--- src/hw/rtl/nprs_pkg.sv ---
// Package for the Newton polynomial root solver: widths, codes and shared types.
// Used by nprs_divider and newton_polynomial_root_solver; depends on nothing.
package nprs_pkg;

    localparam int MAX_DEGREE_DEF = 16;
    localparam int FRAC_BITS_DEF  = 16;
    localparam int DATA_W         = 32;
    localparam int CFG_IDX_W      = 2;
    localparam int ITER_W         = 10;
    localparam int DEG_W          = 5;

    typedef enum logic [CFG_IDX_W-1:0] {
        REG_DEGREE   = 2'd0,
        REG_REL_TOL  = 2'd1,
        REG_MAX_ITER = 2'd2
    } cfg_reg_t;

    typedef enum logic [1:0] {
        ST_CONVERGED = 2'd0,
        ST_ITER_CAP  = 2'd1,
        ST_ZERO_DER  = 2'd2,
        ST_SATURATED = 2'd3
    } solve_status_t;

    // Saturate a 64-bit signed value to 32 bits; flag when clipping happened.
    function automatic logic [32:0] sat32(input logic signed [63:0] v);
        logic [32:0] r;
        if (v > 64'sd2147483647)
            r = {1'b1, 32'h7FFF_FFFF};
        else if (v < -64'sd2147483648)
            r = {1'b1, 32'h8000_0000};
        else
            r = {1'b0, v[31:0]};
        return r;
    endfunction

endpackage

--- src/hw/rtl/nprs_divider.sv ---
// Restoring signed divider, one quotient bit per cycle, truncation toward zero.
// Depends on nprs_pkg; used by newton_polynomial_root_solver.
module nprs_divider
    import nprs_pkg::*;
#(
    parameter int FRAC_BITS = FRAC_BITS_DEF
)
(
    input  logic                     clk,
    input  logic                     rst_n,
    input  logic                     start,
    input  logic signed [DATA_W-1:0] num,
    input  logic signed [DATA_W-1:0] den,
    output logic                     done,
    output logic [32:0]              quot_sat
);
    // Dividend is num * 2^FRAC_BITS, held as a 64-bit magnitude.
    localparam int NW  = 64;
    localparam int CNT_W = 7;

    logic [NW-1:0]   rem_reg, rem_next;
    logic [NW-1:0]   q_reg, q_next;
    logic [DATA_W-1:0] d_reg, d_next;
    logic            neg_reg, neg_next;
    logic [CNT_W-1:0] cnt_reg, cnt_next;
    logic            busy_reg, busy_next;
    logic            done_reg, done_next;

    logic [NW-1:0]   num_mag;
    logic [NW:0]     trial;
    logic signed [NW:0] sq;

    always_comb
    begin
        num_mag = num[DATA_W-1] ? NW'(-$signed({{32{num[31]}}, num}))
                                : NW'({32'd0, num});
        num_mag = num_mag << FRAC_BITS;
    end

    // Shift-subtract step: bring in the next dividend bit, try the subtract.
    always_comb
    begin
        rem_next  = rem_reg;
        q_next    = q_reg;
        d_next    = d_reg;
        neg_next  = neg_reg;
        cnt_next  = cnt_reg;
        busy_next = busy_reg;
        done_next = 1'b0;
        trial     = '0;
        if (start)
        begin
            rem_next  = '0;
            q_next    = num_mag;
            d_next    = den[DATA_W-1] ? DATA_W'(-den) : den;
            neg_next  = num[DATA_W-1] ^ den[DATA_W-1];
            cnt_next  = '0;
            busy_next = 1'b1;
        end
        else if (busy_reg)
        begin
            trial = {rem_reg, q_reg[NW-1]} - {33'd0, d_reg};
            if (!trial[NW])
            begin
                rem_next = trial[NW-1:0];
                q_next   = {q_reg[NW-2:0], 1'b1};
            end
            else
            begin
                rem_next = {rem_reg[NW-2:0], q_reg[NW-1]};
                q_next   = {q_reg[NW-2:0], 1'b0};
            end
            cnt_next = cnt_reg + 1'b1;
            if (cnt_reg == CNT_W'(NW-1))
            begin
                busy_next = 1'b0;
                done_next = 1'b1;
            end
        end
    end

    always_ff @(posedge clk or negedge rst_n)
    begin
        if (!rst_n)
        begin
            busy_reg <= 1'b0;
            done_reg <= 1'b0;
            cnt_reg  <= '0;
        end
        else
        begin
            busy_reg <= busy_next;
            done_reg <= done_next;
            cnt_reg  <= cnt_next;
        end
    end

    always_ff @(posedge clk)
    begin
        rem_reg <= rem_next;
        q_reg   <= q_next;
        d_reg   <= d_next;
        neg_reg <= neg_next;
    end

    // Apply the sign, then saturate to 32 bits.
    always_comb
    begin
        sq = neg_reg ? -$signed({1'b0, q_reg}) : $signed({1'b0, q_reg});
        if (sq > 65'sd2147483647)
            quot_sat = {1'b1, 32'h7FFF_FFFF};
        else if (sq < -65'sd2147483648)
            quot_sat = {1'b1, 32'h8000_0000};
        else
            quot_sat = {1'b0, sq[31:0]};
    end

    assign done = done_reg;

endmodule

--- config.mk ---
export PLATFORM = sky130hd
export DESIGN_NAME = nprs_divider
export DESIGN_NICKNAME = d
export VERILOG_FILES = /design/src/hw/rtl/nprs_pkg.sv /design/src/hw/rtl/nprs_divider.sv
export SDC_FILE = /design/constraint.sdc
export NUM_CORES = 1
export LEC_CHECK = 0
export ABC_AREA = 1
export BUFFER_PORTS_ARGS = -buffer_cell sky130_fd_sc_hd__buf_2
export CORE_AREA = 2 2 127 191
export CTS_BUF_LIST = sky130_fd_sc_hd__clkbuf_16
export CTS_CLUSTER_DIAMETER = 100
export CTS_CLUSTER_SIZE = 28
export DETAILED_ROUTE_END_ITERATION = 6
export DIE_AREA = 0 0 129 193
export PLACE_DENSITY_LB_ADDON = 0.12
export SLEW_MARGIN = 25
export SYNTH_ARGS = -nofsm -noshare
export SYNTH_HDL_FRONTEND = slang
export SYNTH_SLANG_ARGS = --single-unit
--- constraint.sdc ---
create_clock -name clk -period 3.3 [get_ports clk]
set_input_delay 0.165 -clock clk [delete_from_list [all_inputs] [get_ports clk]]
set_output_delay 0.165 -clock clk [all_outputs]
set_load 0.01 [all_outputs]
==> results.sh <==
export IMPL_setup_violations=32
export IMPL_grt_setup_unrepaired="true"
export IMPL_wire_per_inst_um=18.8
export IMPL_skew_ns=0.0106
export IMPL_die_w_um=129
export IMPL_finalWorstSetupSlack_ns=-0.152
export IMPL_relSlewSlack_pct=40.0
export IMPL_viasPerCell=5.78
export IMPL_critPathRequiredTime_ns=3.13
export IMPL_core_um2=23400
export IMPL_synthToLayoutAreaGrowth_pct=19.6
export IMPL_clockRootBuffer="clkbuf_16"
export IMPL_hold_path_class="in -> reg"
export IMPL_nets=2561
export IMPL_clock_latency_ns=0.45
export IMPL_crit_arrival_ns=3.29
export IMPL_synth_edf_count=81
export IMPL_syn_inst=2300
export IMPL_crit_path_start_kind="flip-flop"
export IMPL_worst_path_max_fanout=10
export IMPL_powerDensity_nw_per_um2=752
export IMPL_dr_pass1_iters=5
export IMPL_maxCapViolCount=0
export IMPL_cts_max_level=4
export IMPL_via_count=16140
export IMPL_antenna_found_initial=1
export IMPL_violations="negative setup slack"
export IMPL_endpoint_kind="output port"
export IMPL_syn_nets=2404
export IMPL_cts_buffers=17
export IMPL_tightest_slew_ns=0.899
export IMPL_grtUsageTotal_pct=38.8
export IMPL_hold_ws_ns=0.0335
export IMPL_drtIter0Drc=1464
export IMPL_ys_types=51
export IMPL_ys_async_sr_fraction_pct=5.29
export IMPL_status="finished with violations"
export IMPL_fmax_mhz=290
export IMPL_ys_warnings_count=0
export IMPL_clock_path_buffers=2
export IMPL_p_total_uw=12700
export IMPL_dpl_worst_slack_ns=0.177
export IMPL_initial_utilization_pct=60.6
export IMPL_fillCellCount=1955
export IMPL_fin_crit_ns=3.45
export IMPL_yosysSeqAreaShare_pct=30.1
export IMPL_p_leak_uw=0.00804
export IMPL_drive_gt1_share_pct=16.2
export IMPL_slew_violations=0
export IMPL_cts_tree="done"
export IMPL_port_buffers=100
export IMPL_grt_max_degree=67
export IMPL_hold_viol=0
export IMPL_dp_final_hpwl_um=37200
export IMPL_ir_drop_v=0.000786
export IMPL_gp_congestion=1.09
export IMPL_ioPinCount=101
export IMPL_grt_overflow_total=0
export IMPL_fin_crit_sh_pct=105
export IMPL_grt_pass1_wl_um=73600
export IMPL_die_area_um2=24900
export IMPL_clock_sinks=170
export IMPL_die_h_um=193
export IMPL_core_rowCount=69
export IMPL_finalCoreUtilization_pct=72.4
export IMPL_synth_area_um2=14200
export IMPL_ys_seq_elements=170
export IMPL_routed_wl_um=52400
export IMPL_drc=0
export IMPL_ys_flop_type="edfxtp_1"
export IMPL_ant_nets=0
export IMPL_path_class="reg -> out"
export IMPL_clkTransAtPathRegs_ns=0.07
export IMPL_avgSynthCellArea_um2=6.16
export IMPL_grt_pass1_vias=14808
-- area by class of cell --
class / instances / area, um2 / area share, %
Antenna cell: 1 / 2.50 / 0.0148
Clock buffer: 17 / 425 / 2.51
Clock inverter: 15 / 190 / 1.12
Inverter: 298 / 1120 / 6.60
Multi-Input combinational cell: 1773 / 9030 / 53.3
Sequential cell: 170 / 4260 / 25.1
Tap cell: 319 / 399 / 2.36
Timing Repair Buffer: 197 / 1520 / 8.95
-- layout by cell type (no fill, tap or decap), drive strengths merged, types with 9 or more instances in the layout --
cell type | Yosys | layout
buf | 29 | 191
dfxtp | 80 | 80
clkbuf | 31 | 21
o22ai | 35 | 35
dfrtp | 9 | 9
xor2 | 62 | 62
nor3 | 45 | 45
a21oi | 77 | 77
edfxtp | 81 | 81
o21ai | 139 | 139
inv | 294 | 298
nor2 | 359 | 359
nand4 | 32 | 32
nand2 | 754 | 755
clkinv | 4 | 9
nor4 | 9 | 9
ha | 36 | 36
xnor2 | 42 | 42
nand3 | 139 | 139
-- layer usage --
metal,vias to the layer above,track usage [%],wire (um)
li1,7667,-,-
met1,7404,37.1,17600
met2,756,70.2,25900
met3,313,7.73,3610
met4,0,33.6,5310
met5,-,0,0
-- report_power, final --
group	switching [uW]	internal [uW]	total (uW)
combinational	4830	2650	7470
clock	951	1210	2160
sequential	450	2670	3120
-- worst paths after layout --
path                                             start                        to  slack [ns]  depth (start not counted)
max in group asynchronous                        rst_n    cnt_reg[0]$_DFFE_PN0P_        3.02                          2
worst max-delay path               q_reg[27]$_DFFE_PP_              quot_sat[24]       -0.15                         17
min in group asynchronous                        rst_n    cnt_reg[6]$_DFFE_PN0P_        0.10                          2
worst min register to register  cnt_reg[6]$_DFFE_PN0P_            done$_DFF_PN0_        0.46                          1
worst max register to register     q_reg[63]$_DFFE_PP_  rem_reg[14]$_SDFFE_PP0P_        0.16                         16
worst min-delay path                           den[30]       d_reg[30]$_DFFE_PP_        0.03                          2
-- logic make-up (layout without fill, tap and decap cells) --
| logic type | Yosys count | after routing | share of synthesized area (%) |
|---|---|---|---|
| adder cells (fa/ha/maj) | 37 | 37 | 3.32 |
| flip-flops | 170 | 170 | 30.1 |
| other | 0 | 1 | 0 |
| buffers and inverters | 358 | 527 | 10.3 |
| XOR/XNOR | 104 | 104 | 6.43 |
| AND/OR/NAND/NOR | 1357 | 1358 | 39.4 |
| AO/OA/AOI/OAI | 274 | 274 | 10.5 |
-- cell usage after synthesis, types with 9 or more instances --
cell,number,area [um2]
a21oi_1,77,385
buf_2,12,60.1
buf_6,13,146
clkbuf_1,31,116
dfrtp_1,9,225
dfxtp_1,80,1600
edfxtp_1,81,2430
ha_1,36,450
inv_1,288,1080
nand2_1,740,2780
nand2_2,13,81.3
nand3_1,136,681
nand4_1,32,200
nor2_1,349,1310
nor3_1,45,225
nor4_1,9,56.3
o21ai_0,125,626
o21ai_1,12,60.1
o22ai_1,35,219
xnor2_1,42,368
xor2_1,62,543
-- worst max-delay path, stage by stage, from the launching register on --
cell and delay [ns]:
edfxtp_1 0.53, nor2_2 0.17, nand2_1 0.15, nor2_1 0.14, nand2_1 0.15, o21ai_4 0.22
nand3_1 0.09, nand2_1 0.17, nand2_1 0.09, nor2_2 0.17, nand3_1 0.13, nor2_1 0.14
nand2_2 0.10, nand2_8 0.15, clkbuf_16 0.19, nand2_1 0.06, nand2_1 0.06, buf_2 0.14
-- timing repair --
action	CTS	global route
resized for setup	20	177
pin swaps	2	41
hold endpoints to repair	10	0
buffers inserted	8	42
endpoints found under the setup margin	32	64
cloned	0	7
hold buffers	2	0
-- stage by stage --
| stage | instance area, um2 | cells | setup TNS, ns |
|---|---|---|---|
| after floorplan | 14200 | 2300 | 0 |
| after global placement | 15100 | 2698 | 0 |
| after detailed placement | 15100 | 2698 | 0 |
| after CTS | 15900 | 2740 | 0 |
| after global routing | 16900 | 2789 | -7.47 |
| final | 16900 | 2790 | -3.63 |
(Power assumes the default switching activity.)
